==> src/sfr_pkg.sv <==
package sfr_pkg;

    localparam int HEADER_BYTES = 2;
    localparam int SAMPLE_COUNT = 256;

    localparam int SPAN_W      = 10;
    localparam int TIMEOUT_W   = 16;
    localparam int CFG_DATA_W  = 16;
    localparam int INDEX_W     = 10;
    localparam int DEPTH_IDX_W = 16;
    localparam int DEPTH_W     = 24;
    localparam int CM_PER_M    = 100;
    localparam int CM_W        = $clog2(CM_PER_M + 1);
    localparam int SCALE_W     = SPAN_W + CM_W;
    localparam int PROD_W      = DEPTH_IDX_W + SCALE_W;

    localparam int FRAME_LEN_MAX = HEADER_BYTES + 2 * SAMPLE_COUNT;
    localparam int COUNT_W       = $clog2(FRAME_LEN_MAX + 1);

    localparam logic [SPAN_W-1:0]    RESET_SPAN    = SPAN_W'(100);
    localparam logic [TIMEOUT_W-1:0] RESET_TIMEOUT = TIMEOUT_W'(100);

    localparam logic [7:0] MARKER_WIDE   = 8'hAA;
    localparam logic [7:0] MARKER_NARROW = 8'hAB;

    localparam logic MODE_BYTE = 1'b0;
    localparam logic MODE_TICK = 1'b1;

    localparam logic KIND_PAYLOAD = 1'b0;
    localparam logic KIND_REPORT  = 1'b1;

    localparam logic [1:0] STATUS_OK      = 2'd0;
    localparam logic [1:0] STATUS_BAD_SUM = 2'd1;
    localparam logic [1:0] STATUS_TIMEOUT = 2'd2;

    localparam logic REG_SPAN    = 1'b0;
    localparam logic REG_TIMEOUT = 1'b1;

    typedef struct packed {
        logic       mode;
        logic [7:0] rx_byte;
    } sfr_in_t;

    typedef struct packed {
        logic               kind;
        logic [1:0]         status;
        logic [INDEX_W-1:0] byte_index;
        logic [7:0]         payload_byte;
        logic               wide_samples;
        logic [DEPTH_W-1:0] depth_cm;
    } sfr_out_t;

endpackage

==> src/sonar_frame_receiver.sv <==
// Channel   Direction  Payload                                         Handshake
// s_        in         mode, rx_byte (sfr_in_t)                        s_valid / s_ready
// m_        out        kind, status, byte_index, payload_byte,         m_valid / m_ready
//                      wide_samples, depth_cm (sfr_out_t)
// cfg_      in         cfg_addr selects depth span or timeout_ticks    cfg_we, no wait
//
// One transfer per cycle is accepted while s_ready is high; each input transfer passes
// through the input register, then the result register.
// The depth path is one 16 x 17 multiply followed by a constant shift, both combinational.
// Synchronous active-low reset returns the deframer to marker hunt with reset register values.
// A stalled result holds the input register; s_ready drops only while both registers are full
// and m_ready is low.
module sonar_frame_receiver (
    input  logic                                aclk,
    input  logic                                aresetn,
    input  logic                                s_valid,
    output logic                                s_ready,
    input  sfr_pkg::sfr_in_t                    s_data,
    output logic                                m_valid,
    input  logic                                m_ready,
    output sfr_pkg::sfr_out_t                   m_data,
    input  logic                                cfg_we,
    input  logic                                cfg_addr,
    input  logic [sfr_pkg::CFG_DATA_W-1:0]      cfg_wdata
);

    typedef enum logic [1:0] {
        PH_HUNT,
        PH_PAYLOAD,
        PH_CHECK
    } phase_t;

    phase_t                              phase_reg, phase_next;
    logic                                in_vld_reg, in_vld_next;
    sfr_pkg::sfr_in_t                    in_reg, in_next;
    logic                                m_vld_reg, m_vld_next;
    sfr_pkg::sfr_out_t                   out_reg, out_next;
    logic                                wide_reg, wide_next;
    logic [sfr_pkg::COUNT_W-1:0]         count_reg, count_next;
    logic [7:0]                          xor_reg, xor_next;
    logic [sfr_pkg::DEPTH_IDX_W-1:0]     didx_reg, didx_next;
    logic [sfr_pkg::TIMEOUT_W-1:0]       tick_reg, tick_next;
    logic [sfr_pkg::TIMEOUT_W-1:0]       timeout_reg, timeout_next;
    logic [sfr_pkg::SCALE_W-1:0]         scale_reg, scale_next;

    logic                                in_go;
    logic [sfr_pkg::COUNT_W-1:0]         frame_len;
    logic [sfr_pkg::COUNT_W-1:0]         count_inc;
    logic [sfr_pkg::TIMEOUT_W-1:0]       tick_inc;
    logic [sfr_pkg::PROD_W-1:0]          prod;
    logic [sfr_pkg::PROD_W-1:0]          quo;
    logic [sfr_pkg::DEPTH_W-1:0]         depth_sat;

    assign in_go   = in_vld_reg && (!m_vld_reg || m_ready);
    assign s_ready = !in_vld_reg || in_go;
    assign m_valid = m_vld_reg;
    assign m_data  = out_reg;

    assign frame_len = wide_reg
        ? sfr_pkg::COUNT_W'(sfr_pkg::HEADER_BYTES + 2 * sfr_pkg::SAMPLE_COUNT)
        : sfr_pkg::COUNT_W'(sfr_pkg::HEADER_BYTES + sfr_pkg::SAMPLE_COUNT);
    assign count_inc = count_reg + sfr_pkg::COUNT_W'(1);
    assign tick_inc  = (tick_reg == {sfr_pkg::TIMEOUT_W{1'b1}})
                     ? tick_reg : tick_reg + sfr_pkg::TIMEOUT_W'(1);

    assign prod      = sfr_pkg::PROD_W'(didx_reg) * sfr_pkg::PROD_W'(scale_reg);
    assign quo       = prod / sfr_pkg::SAMPLE_COUNT;
    assign depth_sat = (|quo[sfr_pkg::PROD_W-1:sfr_pkg::DEPTH_W])
                     ? {sfr_pkg::DEPTH_W{1'b1}} : quo[sfr_pkg::DEPTH_W-1:0];

    always_comb begin
        phase_next   = phase_reg;
        in_vld_next  = in_vld_reg;
        in_next      = in_reg;
        m_vld_next   = m_vld_reg && !m_ready;
        out_next     = out_reg;
        wide_next    = wide_reg;
        count_next   = count_reg;
        xor_next     = xor_reg;
        didx_next    = didx_reg;
        tick_next    = tick_reg;
        timeout_next = timeout_reg;
        scale_next   = scale_reg;

        if (cfg_we) begin
            case (cfg_addr)
                sfr_pkg::REG_SPAN: begin
                    scale_next = sfr_pkg::SCALE_W'(cfg_wdata[sfr_pkg::SPAN_W-1:0])
                               * sfr_pkg::SCALE_W'(sfr_pkg::CM_PER_M);
                end
                sfr_pkg::REG_TIMEOUT: begin
                    timeout_next = cfg_wdata[sfr_pkg::TIMEOUT_W-1:0];
                end
                default: begin
                end
            endcase
        end

        if (s_valid && s_ready) begin
            in_vld_next = 1'b1;
            in_next     = s_data;
        end else if (in_go) begin
            in_vld_next = 1'b0;
        end

        if (in_go) begin
            out_next.kind         = sfr_pkg::KIND_REPORT;
            out_next.status       = sfr_pkg::STATUS_OK;
            out_next.byte_index   = '0;
            out_next.payload_byte = '0;
            out_next.wide_samples = wide_reg;
            out_next.depth_cm     = '0;

            if (in_reg.mode == sfr_pkg::MODE_TICK) begin
                if (phase_reg != PH_HUNT) begin
                    tick_next = tick_inc;
                    if (tick_inc >= timeout_reg) begin
                        out_next.status = sfr_pkg::STATUS_TIMEOUT;
                        m_vld_next      = 1'b1;
                        phase_next      = PH_HUNT;
                    end
                end
            end else begin
                case (phase_reg)
                    PH_PAYLOAD: begin
                        out_next.kind         = sfr_pkg::KIND_PAYLOAD;
                        out_next.byte_index   = sfr_pkg::INDEX_W'(count_reg);
                        out_next.payload_byte = in_reg.rx_byte;
                        m_vld_next            = 1'b1;
                        xor_next              = xor_reg ^ in_reg.rx_byte;
                        if (count_reg == sfr_pkg::COUNT_W'(0)) begin
                            didx_next[7:0] = in_reg.rx_byte;
                        end else if (count_reg == sfr_pkg::COUNT_W'(1)) begin
                            didx_next[15:8] = in_reg.rx_byte;
                        end
                        count_next = count_inc;
                        if (count_inc >= frame_len) begin
                            phase_next = PH_CHECK;
                            tick_next  = '0;
                        end
                    end
                    PH_CHECK: begin
                        if (in_reg.rx_byte == xor_reg) begin
                            out_next.depth_cm = depth_sat;
                        end else begin
                            out_next.status = sfr_pkg::STATUS_BAD_SUM;
                        end
                        m_vld_next = 1'b1;
                        phase_next = PH_HUNT;
                    end
                    default: begin
                        if (in_reg.rx_byte == sfr_pkg::MARKER_WIDE ||
                            in_reg.rx_byte == sfr_pkg::MARKER_NARROW) begin
                            wide_next  = (in_reg.rx_byte == sfr_pkg::MARKER_WIDE);
                            phase_next = PH_PAYLOAD;
                            count_next = '0;
                            xor_next   = '0;
                            didx_next  = '0;
                            tick_next  = '0;
                        end
                    end
                endcase
            end
        end
    end

    always_ff @(posedge aclk) begin
        if (!aresetn) begin
            phase_reg   <= PH_HUNT;
            in_vld_reg  <= 1'b0;
            m_vld_reg   <= 1'b0;
            wide_reg    <= 1'b0;
            count_reg   <= '0;
            xor_reg     <= '0;
            didx_reg    <= '0;
            tick_reg    <= '0;
            timeout_reg <= sfr_pkg::RESET_TIMEOUT;
            scale_reg   <= sfr_pkg::SCALE_W'(sfr_pkg::RESET_SPAN)
                         * sfr_pkg::SCALE_W'(sfr_pkg::CM_PER_M);
        end else begin
            phase_reg   <= phase_next;
            in_vld_reg  <= in_vld_next;
            m_vld_reg   <= m_vld_next;
            wide_reg    <= wide_next;
            count_reg   <= count_next;
            xor_reg     <= xor_next;
            didx_reg    <= didx_next;
            tick_reg    <= tick_next;
            timeout_reg <= timeout_next;
            scale_reg   <= scale_next;
        end
        in_reg  <= in_next;
        out_reg <= out_next;
    end

endmodule
==> config.mk <==
export PLATFORM = sky130hd
export DESIGN_NAME = sonar_frame_receiver
export DESIGN_NICKNAME = d
export VERILOG_FILES = /design/src/sfr_pkg.sv /design/src/sonar_frame_receiver.sv
export SDC_FILE = /design/constraint.sdc
export NUM_CORES = 1
export LEC_CHECK = 0
export BUFFER_PORTS_ARGS = -buffer_cell sky130_fd_sc_hd__buf_2
export CORE_ASPECT_RATIO = 1.25
export CORE_MARGIN = 10
export CORE_UTILIZATION = 50
export CTS_CLUSTER_DIAMETER = 30
export DETAILED_ROUTE_END_ITERATION = 8
export GPL_ROUTABILITY_DRIVEN = 0
export GPL_TIMING_DRIVEN = 0
export PLACE_DENSITY = 0.67
export RECOVER_POWER = 25
export SLEW_MARGIN = 40
export SYNTH_ARGS = -nofsm -noshare
export SYNTH_HDL_FRONTEND = slang
export SYNTH_SLANG_ARGS = --single-unit
==> constraint.sdc <==
create_clock -name aclk -period 7.9 [get_ports aclk]
set_clock_uncertainty 0.05 [all_clocks]
set_input_delay 0.79 -clock aclk [delete_from_list [all_inputs] [get_ports aclk]]
set_output_delay 0.79 -clock aclk [all_outputs]
set_load 0.03 [all_outputs]
-- Word level (Yosys, flattened, before mapping)
Cells that the tools add are included.
- register bits after elaboration: 141
- add/subtract/negate cells: 2
- $mul: 2
- order comparisons: 2
- eq/ne operators: 14
- multiplexer cells: 35
- bitwise operators: 7
- reduce and logical (&&, ||, !) cells: 26
- operators by type and width (kind ; count):
    16-bit 2-to-1 mux ; 5
    16-bit case mux with 2 select lines ; 2
    8-bit 2-to-1 mux ; 4
    16-bit by 15-bit multiplier with 31-bit output ; 1
    24-bit 2-to-1 mux ; 1
    10-bit 2-to-1 mux ; 2
    10-bit case mux with 2 select lines ; 1
    16-bit by 1-bit adder with 16-bit output, second input constant ; 1
    16-bit == test, second input constant ; 1
    8-bit == test, second input constant ; 2
    16-bit >= comparator ; 1
    2-bit 2-to-1 mux ; 8
    8-bit case mux with 2 select lines ; 1
    10-bit by 5-bit multiplier with 15-bit output, second input constant ; 1
    5-bit AND reduction ; 3
    10-bit by 1-bit adder with 10-bit output, second input constant ; 1
    10-bit by 1-bit == test with 1-bit output, second input constant ; 1
    10-bit >= comparator ; 1
    10-bit logical NOT ; 1
    1-bit 2-to-1 mux ; 10
    8-bit == test ; 1
    2-bit inequality test, second input constant ; 4
    4-bit AND reduction ; 2
    8-bit XOR ; 1
    other kinds (16) ; 32

-- Logic depth before layout (Yosys ltp)
Gate-level depths: netlist of run 1.
- depth after elaboration: 7
- mapped depth: 25

-- Least setup slack after synthesis of run 1
No wires, ideal clock.
- path type: register to register
- from: register scale_reg[10] (netlist name)
- to: register out_reg, in the netlist m_data[14], data pin
- arrival time: 6.441 ns
- required time: 7.579 ns
- slack: 1.137 ns
- stages on the path, launching flop included: 24
- path through: dfxtp_1 clkbuf_1 clkbuf_1 nand2_1 fa_1 fa_1 inv_1 fa_1 fa_1 fa_1 inv_1 fa_1 inv_1 ha_1 a21oi_2 nor2_1 a31o_1 or4_4 a21oi_4 o21ai_2 a221o_1 xnor2_4 buf_6 a21oi_1
- word-level cells in the longest chain between the ends: 2
- ends and longest elaborated chain (what ; line ; RTL):
    start: declaration ; sonar_frame_receiver.sv:44 ; logic [sfr_pkg::SCALE_W-1:0] scale_reg, scale_next;
    start signal: assignment ; sonar_frame_receiver.sv:178 ; scale_reg <= sfr_pkg::SCALE_W'(sfr_pkg::RESET_SPAN)
    start signal: assignment ; sonar_frame_receiver.sv:190 ; scale_reg <= scale_next;
    16-bit by 15-bit multiplier with 31-bit output ; sonar_frame_receiver.sv:66 ; assign prod = sfr_pkg::PROD_W'(didx_reg) * sfr_pkg::PROD_W'(scale_reg);
    24-bit 2-to-1 mux ; sonar_frame_receiver.sv:69 ; ? {sfr_pkg::DEPTH_W{1'b1}} : quo[sfr_pkg::DEPTH_W-1:0];
    end signal: assignment ; sonar_frame_receiver.sv:193 ; out_reg <= out_next;
    end: declaration ; sonar_frame_receiver.sv:37 ; sfr_pkg::sfr_out_t out_reg, out_next;
No other way between the ends.
A chain may end at the register's enable or synchronous reset.

-- Worst setup path after layout of run 1
- from: register scale_reg[13] (netlist name)
- to: register out_reg, in the netlist m_data[15], data pin
Same word-level chain as after synthesis.

==> results of run 1 <==
-- placed cells by master, fill, tap and decap left out, types with 11 or more instances in the layout --
cell type | synthesis | final
buf_2 | 1 | 78
fa_1 | 184 | 184
nand3_1 | 26 | 26
a21o_1 | 20 | 20
xnor2_1 | 39 | 39
ha_1 | 151 | 151
o211ai_1 | 11 | 11
clkbuf_1 | 67 | 67
nor2b_1 | 35 | 35
o21ai_0 | 36 | 36
o21a_1 | 15 | 15
clkbuf_16 | 0 | 17
a21boi_0 | 34 | 34
nor3_1 | 19 | 19
a21oi_1 | 56 | 56
nor2_1 | 40 | 40
dfxtp_1 | 86 | 86
and2_1 | 181 | 174
mux2i_1 | 17 | 17
xor2_1 | 18 | 18
nand2_1 | 204 | 204
edfxtp_1 | 55 | 55
inv_1 | 261 | 260
-- layout make-up --
| class | instances | area share |
|---|---|---|
| multi-input combinational | 1175 | 0.6329 |
| sequential | 141 | 0.2029 |
| inverter | 261 | 0.05901 |
| tap | 401 | 0.03018 |
| clock buffer | 17 | 0.02559 |
| timing repair buffer | 79 | 0.02364 |
| buffer | 70 | 0.01694 |
| clock inverter | 15 | 0.008807 |
-- power groups by stage --
| stage | Clock, W | Sequential [W] | Combinational [W] |
|---|---|---|---|
| floorplan | 0 | 0.000817 | 0.000138 |
| global placement | 0 | 0.000816 | 0.000210 |
| detailed placement | 0 | 0.000816 | 0.000215 |
| CTS | 0.000812 | 0.000800 | 0.000216 |
| global route | 0.000847 | 0.000803 | 0.000240 |
| finish | 0.000800 | 0.000801 | 0.000212 |
-- worst register-to-register path, delay by kind of cell, from the launching register on --
kind / cells / cell delay, ps
simple gates: 3 / 790
fa+ha+maj: 7 / 3490
compound gates: 6 / 1190
buf+inv: 5 / 790
xor+xnor: 1 / 390
flops: 1 / 570
-- kinds of logic (layout without fill, tap and decap cells) --
kind of cell / after synthesis / after routing / synth area share
buffers and inverters: 331 / 442 / 0.08310
flip-flops: 141 / 141 / 0.2227
XOR/XNOR: 58 / 58 / 0.03478
AND/OR/NAND/NOR: 547 / 547 / 0.1847
multiplexers: 17 / 17 / 0.01123
adder cells (fa/ha/maj): 335 / 335 / 0.3679
AO/OA/AOI/OAI: 218 / 218 / 0.09557
-- per-stage QoR --
step           cells  total power [W]  cell area [µm²]
2_1_floorplan   1647        0.0009555            15150
3_3_place_gp    2126         0.001025            16040
3_5_place_dp    2127         0.001031            16060
4_1_cts         2159         0.001828            16630
5_1_grt         2159         0.001890            16620
6_report        2159         0.001813            16620
-- how the worst min path moves through the flow --
| stage | startpoint | endpoint | slack [ps] | depth (start not counted) |
|---|---|---|---|---|
| 6_report | timeout_reg[11]$_SDFFE_PN0P_ | timeout_reg[11]$_SDFFE_PN0P_ | 410 | 2 |
| 5_1_grt | timeout_reg[8]$_SDFFE_PN0P_ | timeout_reg[8]$_SDFFE_PN0P_ | 440 | 2 |
| 4_1_cts | timeout_reg[11]$_SDFFE_PN0P_ | timeout_reg[11]$_SDFFE_PN0P_ | 420 | 2 |
| 3_5_place_dp | timeout_reg[11]$_SDFFE_PN0P_ | timeout_reg[11]$_SDFFE_PN0P_ | 410 | 2 |
| 3_3_place_gp | timeout_reg[14]$_SDFFE_PN0P_ | timeout_reg[14]$_SDFFE_PN0P_ | 400 | 2 |
| 2_1_floorplan | timeout_reg[10]$_SDFFE_PN0P_ | timeout_reg[10]$_SDFFE_PN0P_ | 390 | 2 |
-- per-layer routing --
metal | vias up | track usage | part of all wire
li1 | 5453 | - | -
met1 | 5429 | 0.2165 | 0.41
met2 | 248 | 0.3423 | 0.52
met3 | 41 | 0.03963 | 0.051
met4 | 0 | 0.04104 | 0.013
met5 | - | 0 | 0
==> reports/metrics.cfg, run 1 <==
[power]
p_leak_nw = 7.835
clockPowerShare = 0.441
p_sw_frac = 0.2969
peakVddDrop_mv = 0.1296
power_density_nw_per_um2 = 109.0
internal_power_w = 0.001274
seq_power_share = 0.442
switchingPower_w = 0.0005381
pwr-share-comb = 0.117

[finish]
fillers = 2783
multi_input_area_um2 = 10520
largest_reg_flops = 46
antennaDiodeCount = 0
ff_latch_area_um2 = 3373
finalNetCount = 2111
syn_to_final_growth_pct = 9.739
post-route-util = 0.5536
drive_gt1_frac = 0.07395

[floorplan]
die_y_um = 214.6
rows = 71
initial_core_util = 0.5045
fp.dieW_um = 175.7
io_pins = 79
core_um2 = 30030
dieArea_um2 = 37700

[placement]
hpwl_mm = 28.25
place_ws_ps = 229.5
port-buffer-count = 78

[logic_synthesis]
ys_top_cells_by_count = inv_1 (261), nand2_1 (204), fa_1 (184)
yosysUniqueCellTypes = 58
synth_seq_area_share = 0.2227
async_flop_share = 0
ys_seq_elements = 141
synth_top_area_share = 0.2432
synthCells = 1647
syn_area_um2 = 15150
synth_top_area_cell = fa_1
synth_edf_count = 55
synthFlopType = dfxtp_1
yosysMostFrequentCell = inv_1
ys_top_cells_by_area = fa_1 (24%), ha_1 (12%), dfxtp_1 (11%), edfxtp_1 (11%), and2_1 (7.5%)
synth_nets = 2013
yosys_warnings = 0
avgSynthCellArea_um2 = 9.197

[setup_path]
start_kind = register
rr_worst_depth = 22
path_buf_inv = 5
crit_fanout = 10
path_delay_family = adder cells
reg2reg_from = scale_reg[13]$_SDFFE_PN1P_
path_depth = 22
cp.arrival_ps = 7660
crit_path_end = m_data[15]$_SDFFCE_PP0P_
cp-startpoint = scale_reg[13]$_SDFFE_PN1P_
crit_required_ps = 8010
r2r_end = m_data[15]$_SDFFCE_PP0P_
cp_slowest_cell = dfxtp_1
reg2reg_slack_ps = 350
cpMostUsedCell = fa_1
critPathCaptureType = register
path_cells = clkbuf_1 > nand2_1 > fa_1 > inv_1 > fa_1 > fa_1 > fa_1 > fa_1 > inv_1 > fa_1 > inv_1 > ha_1 > a21oi_2 > nor2_1 > a31o_1 > or4_4 > a21oi_4 > o21ai_2 > a221o_1 > xnor2_4 > buf_6 > a21oi_1
slowest_delay_ps = 570
path_class = register to register

[cts]
clock_latency_ps = 430
clk_root_buffer_cell = clkbuf_16
cts-resized-gates = 0
clock-sinks = 141
postCtsSetupBuffers = 0
cts_tree = yes
clockBufferDepth = 2
clk_pin_slew_ps = 70
cts_buffers = 17
h-tree-depth = 4
cts_hold_buf = 0

[timing]
final.min_clock_period_ps = 7549
worstMarginPinSlew_ps = 2285
slew_violations = 42
fmax_mhz = 132.5
rsz0062_at_grt = false
slew_headroom = -0.5232
setup_viol = 0
setup_ws_ps = 351.2
setup_tns_ps = 0
post-route-period-util = 0.9555
whs_ps = 413.7
hold_viol_final = 0

[drt]
ant_nets = 0
drt_iter0_markers = 536
viasPerCell = 5.174
drcViolationCount = 0
wirelength_mm = 34.17
firstDrtPassIters = 6
wl_per_cell_um = 15.83
route.vias.total = 11170

[grt]
grt_pass1_wl_mm = 57.51
grt_max_degree = 42
grt_pass1_vias = 11630
antenna_found_initial = 0
overflow = 0
grtUsageTotal = 0.1868

[outcome]
violations = max-capacitance violations, max-slew violations
status = finished, violations left

[min_path]
hp-class = register to register

[run]
max_cap_violations = 1

Power figures use the tool's default switching activity.
==> run 2: changes to the inputs <==
- CORE_UTILIZATION: 50 -> 35
- PLACE_DENSITY: 0.67 -> unset
==> reports/metrics.cfg, run 2 (synthesized netlist as in run 1, its figures left out) <==
[finish]
largest_reg_flops = 46
final_common_cell = inv_1
finalNetCount = 2110
most-common-layout-cells = inv_1 (260), nand2_1 (204), fa_1 (184)
syn_to_final_growth_pct = 11.35
drive_gt1_frac = 0.07456

[cts]
clockBufferDepth = 2
clock-sinks = 141
h-tree-depth = 4
cts_tree = yes
postCtsSetupBuffers = 0
clock_latency_ps = 450
cts_hold_buf = 0
cts-resized-gates = 0
cts_buffers = 17
clk_root_buffer_cell = clkbuf_16
clk_pin_slew_ps = 70

[power]
power_density_nw_per_um2 = 110.9
peakVddDrop_mv = 0.1370
p_leak_nw = 7.869

[min_path]
worstHoldStart = timeout_reg[3]$_SDFFE_PN0P_
hp-class = register to register
min_delay_path_depth = 2
worst_hold_path.endpoint = timeout_reg[3]$_SDFFE_PN0P_

[setup_path]
rr_worst_depth = 23
slowest_delay_ps = 580
reg2reg_from = scale_reg[10]$_SDFFE_PN1P_
reg2reg_slack_ps = 300
start_kind = register
cpMostUsedCell = fa_1
cp_slowest_cell = or4_4
path_buf_inv = 6
crit_fanout = 10
r2r_end = m_data[13]$_SDFFCE_PP0P_
path_class = register to register
crit_required_ps = 8030
critPathCaptureType = register
cp.arrival_ps = 7730
path_delay_family = adder cells
path_cells = clkbuf_1 > clkbuf_2 > nand2_1 > fa_1 > fa_1 > inv_1 > fa_1 > fa_1 > fa_1 > inv_1 > fa_1 > inv_1 > ha_1 > a21oi_2 > nor2_1 > a31o_1 > or4_4 > a21oi_4 > o21ai_2 > a221o_1 > xnor2_4 > buf_6 > a21oi_1

[drt]
wirelength_mm = 36.14
route.vias.total = 11190
firstDrtPassIters = 5
wl_per_cell_um = 15.56
viasPerCell = 4.817
drt_iter0_markers = 523
ant_nets = 0
drcViolationCount = 0

[floorplan]
initial_core_util = 0.3525
die_y_um = 252.6
fp.dieW_um = 206.1
io_pins = 79
dieArea_um2 = 52050
rows = 85
core_um2 = 42970

[grt]
grt_pass1_wl_mm = 60.37
grt_pass1_vias = 11800
overflow = 0
grt_max_degree = 42
grtUsageTotal = 0.1447
antenna_found_initial = 1

[timing]
slew_headroom = -0.5242
rsz0062_at_grt = false
setup_ws_ps = 300.1
fmax_mhz = 131.6
setup_viol = 0
hold_viol_final = 0
setup_tns_ps = 0
post-route-period-util = 0.9620
final.min_clock_period_ps = 7600
slew_violations = 42
worstMarginPinSlew_ps = 2286
whs_ps = 415.6

[run]
max_cap_violations = 1

[outcome]
status = finished, violations left
violations = max-capacitance violations, max-slew violations

[placement]
hpwl_mm = 29.74
port-buffer-count = 78
place_ws_ps = 124.3

==> run 2: cell count changes in the layout (fill, tap and decap cells not counted), sizes merged <==
cell,delta
clkbuf,+1
diode,+1
inv,-1
clkinv,+3
clkinvlp,-4
==> run 2: layout make-up <==
cell class                      count  area, µm²
Antenna cell                        1      2.502
Clock buffer                       19      475.5
Buffer                             69      279.0
Fill cell                        4349      26100
Tap cell                          565      706.9
Sequential cell                   141       3373
Multi-Input combinational cell   1175      10520
Inverter                          261      980.9
Clock inverter                     13      135.1
Timing Repair Buffer               79      392.9
==> run 2: power by group <==
| part | internal [W] | switching (W) |
|---|---|---|
| combinational | 0.0000789 | 0.000135 |
| sequential | 0.000775 | 0.0000272 |
| clock | 0.000459 | 0.000396 |
| total | 0.00131 | 0.000558 |
==> run 2: through the flow <==
stage               utilization  cell area, µm²  cells  total power (W)
global route             0.3925           16860   2322         0.001954
detailed placement       0.3786           16270   2291         0.001033
CTS                      0.3928           16880   2323         0.001895
global placement         0.3781           16240   2290         0.001030
finish                   0.3925           16870   2323         0.001871
floorplan                     -           15150   1647        0.0009555
==> run 2: worst reg2reg max path: cells and delay by family (launching register included) <==
kind,cells,cell delay (ps)
simple gates,3,770
fa+ha+maj,7,3490
flops,1,310
buf+inv,6,1140
compound gates,6,1200
xor+xnor,1,380
==> run 2: worst max-delay path by stage <==
stage                     cells after the start                        from  slack (ps)                       end
after global routing                         23  scale_reg[10]$_SDFFE_PN1P_           7  m_data[17]$_SDFFCE_PP0P_
after CTS                                    23  scale_reg[10]$_SDFFE_PN1P_         110  m_data[13]$_SDFFCE_PP0P_
final                                        23  scale_reg[10]$_SDFFE_PN1P_         300  m_data[13]$_SDFFCE_PP0P_
after global placement                       23  scale_reg[10]$_SDFFE_PN1P_         220   m_data[3]$_SDFFCE_PP0P_
after detailed placement                     23  scale_reg[10]$_SDFFE_PN1P_         120  m_data[13]$_SDFFCE_PP0P_
after floorplan                              23  scale_reg[10]$_SDFFE_PN1P_        1140  m_data[14]$_SDFFCE_PP0P_
==> run 2: routing by layer <==
layer  GRT usage  part of all wire  vias to the layer above
met2      0.2514              0.50                      201
met5           0                 0                        -
met4     0.05158             0.024                        0
li1            -                 -                     5455
met3     0.02000             0.032                       50
met1      0.1783              0.44                     5483
==> run 3: changes to the inputs <==
- RECOVER_POWER: 25 -> 50
==> reports/metrics.cfg, run 3 (synthesized netlist as in run 1, its figures left out) <==
[outcome]
status = finished, violations left
violations = max-capacitance violations, max-slew violations

[drt]
wirelength_mm = 36.19
ant_nets = 0
drt_iter0_markers = 532
drcViolationCount = 0
wl_per_cell_um = 15.58
firstDrtPassIters = 5
viasPerCell = 4.813
route.vias.total = 11180

[grt]
grt_util_met1 = 0.1783
grt_max_degree = 42
grt_use_met3 = 0.02000
antenna_found_initial = 1
grt_pass1_vias = 11800
grt_pass1_wl_mm = 60.37
busiest_layer = met2
grtUsageTotal = 0.1447
overflow = 0
gr-usage-met2 = 0.2514

[cts]
cts-resized-gates = 0
clockBufferDepth = 2
postCtsSetupBuffers = 0
cts_tree = yes
clk_pin_slew_ps = 70
cts_buffers = 17
clock_latency_ps = 450
clk_root_buffer_cell = clkbuf_16
h-tree-depth = 4
cts_hold_buf = 0
clock-sinks = 141

[timing]
setup_tns_ps = 0
whs_ps = 415.5
worstMarginPinSlew_ps = 2294
slew_headroom = -0.5291
setup_ws_ps = 298.6
slew_violations = 42
setup_viol = 0
final.min_clock_period_ps = 7601
fmax_mhz = 131.6
hold_viol_final = 0
post-route-period-util = 0.9622
rsz0062_at_grt = false

[floorplan]
fp.dieW_um = 206.1
die_y_um = 252.6
io_pins = 79
dieArea_um2 = 52050
initial_core_util = 0.3525
core_um2 = 42970
rows = 85

[min_path]
hp-class = register to register

[setup_path]
start_kind = register
crit_fanout = 10
critPathCaptureType = register
crit_required_ps = 8030
cp.arrival_ps = 7730
path_class = register to register
reg2reg_slack_ps = 300

[placement]
hpwl_mm = 29.74
port-buffer-count = 78
place_ws_ps = 124.3

[power]
peakVddDrop_mv = 0.1367
p_leak_nw = 7.787
power_density_nw_per_um2 = 111.1

[finish]
drive_gt1_frac = 0.05919
largest_reg_flops = 46
most-common-layout-cells = inv_1 (260), nand2_1 (204), fa_1 (184)
final_common_cell = inv_1
syn_to_final_growth_pct = 11.13
finalNetCount = 2110

[run]
max_cap_violations = 1

==> run 3: per-layer routing <==
layer  wire (µm)  vias up  part of all wire
met5           0        -                 0
met4         834        0             0.023
met3        1279       44             0.035
met2       18030      201              0.50
met1       16050     5483              0.44
li1            -     5453                 -
==> run 3: power breakdown <==
| group | switching, W | internal (W) |
|---|---|---|
| clock | 0.000395 | 0.000459 |
| sequential | 0.0000273 | 0.000775 |
| combinational | 0.000135 | 0.0000778 |
==> run 3: layout make-up <==
type,count,area [µm²]
fillers,4359,26130
well taps,565,706.9
repair buffers,79,359.1
plain buffers,69,279.0
clock buffers,19,475.5
inverters,261,980.9
multi-input cells,1175,10520
flip-flops and latches,141,3373
diodes,1,2.502
clock inverters,13,135.1
==> run 3: critical path, stage by stage, from the launching register on <==
cell,delay [ps]
dfxtp_1,310
clkbuf_1,420
clkbuf_2,360
nand2_1,120
fa_1,540
fa_1,550
inv_1,60
fa_1,460
fa_1,520
fa_1,550
inv_1,60
fa_1,520
inv_1,40
ha_1,350
a21oi_2,210
nor2_1,70
a31o_1,180
or4_4,580
a21oi_4,210
o21ai_2,140
a221o_1,380
xnor2_4,380
buf_6,200
a21oi_1,70
==> run 3: path summary, 6_finish.rpt <==
kind,start,end,cells after the start
max,scale_reg[10]$_SDFFE_PN1P_,m_data[13]$_SDFFCE_PP0P_,23
min,timeout_reg[3]$_SDFFE_PN0P_,timeout_reg[3]$_SDFFE_PN0P_,2
max reg2reg,scale_reg[10]$_SDFFE_PN1P_,m_data[13]$_SDFFCE_PP0P_,23
min reg2reg,timeout_reg[3]$_SDFFE_PN0P_,timeout_reg[3]$_SDFFE_PN0P_,2
==> run 3: stage by stage <==
stage	util	power, W	cells	cell area (µm²)
2_1_floorplan	-	0.0009555	1647	15150
3_3_place_gp	0.3781	0.001030	2290	16240
3_5_place_dp	0.3786	0.001033	2291	16270
4_1_cts	0.3928	0.001895	2323	16880
5_1_grt	0.3917	0.001953	2322	16830
6_report	0.3918	0.001869	2323	16830
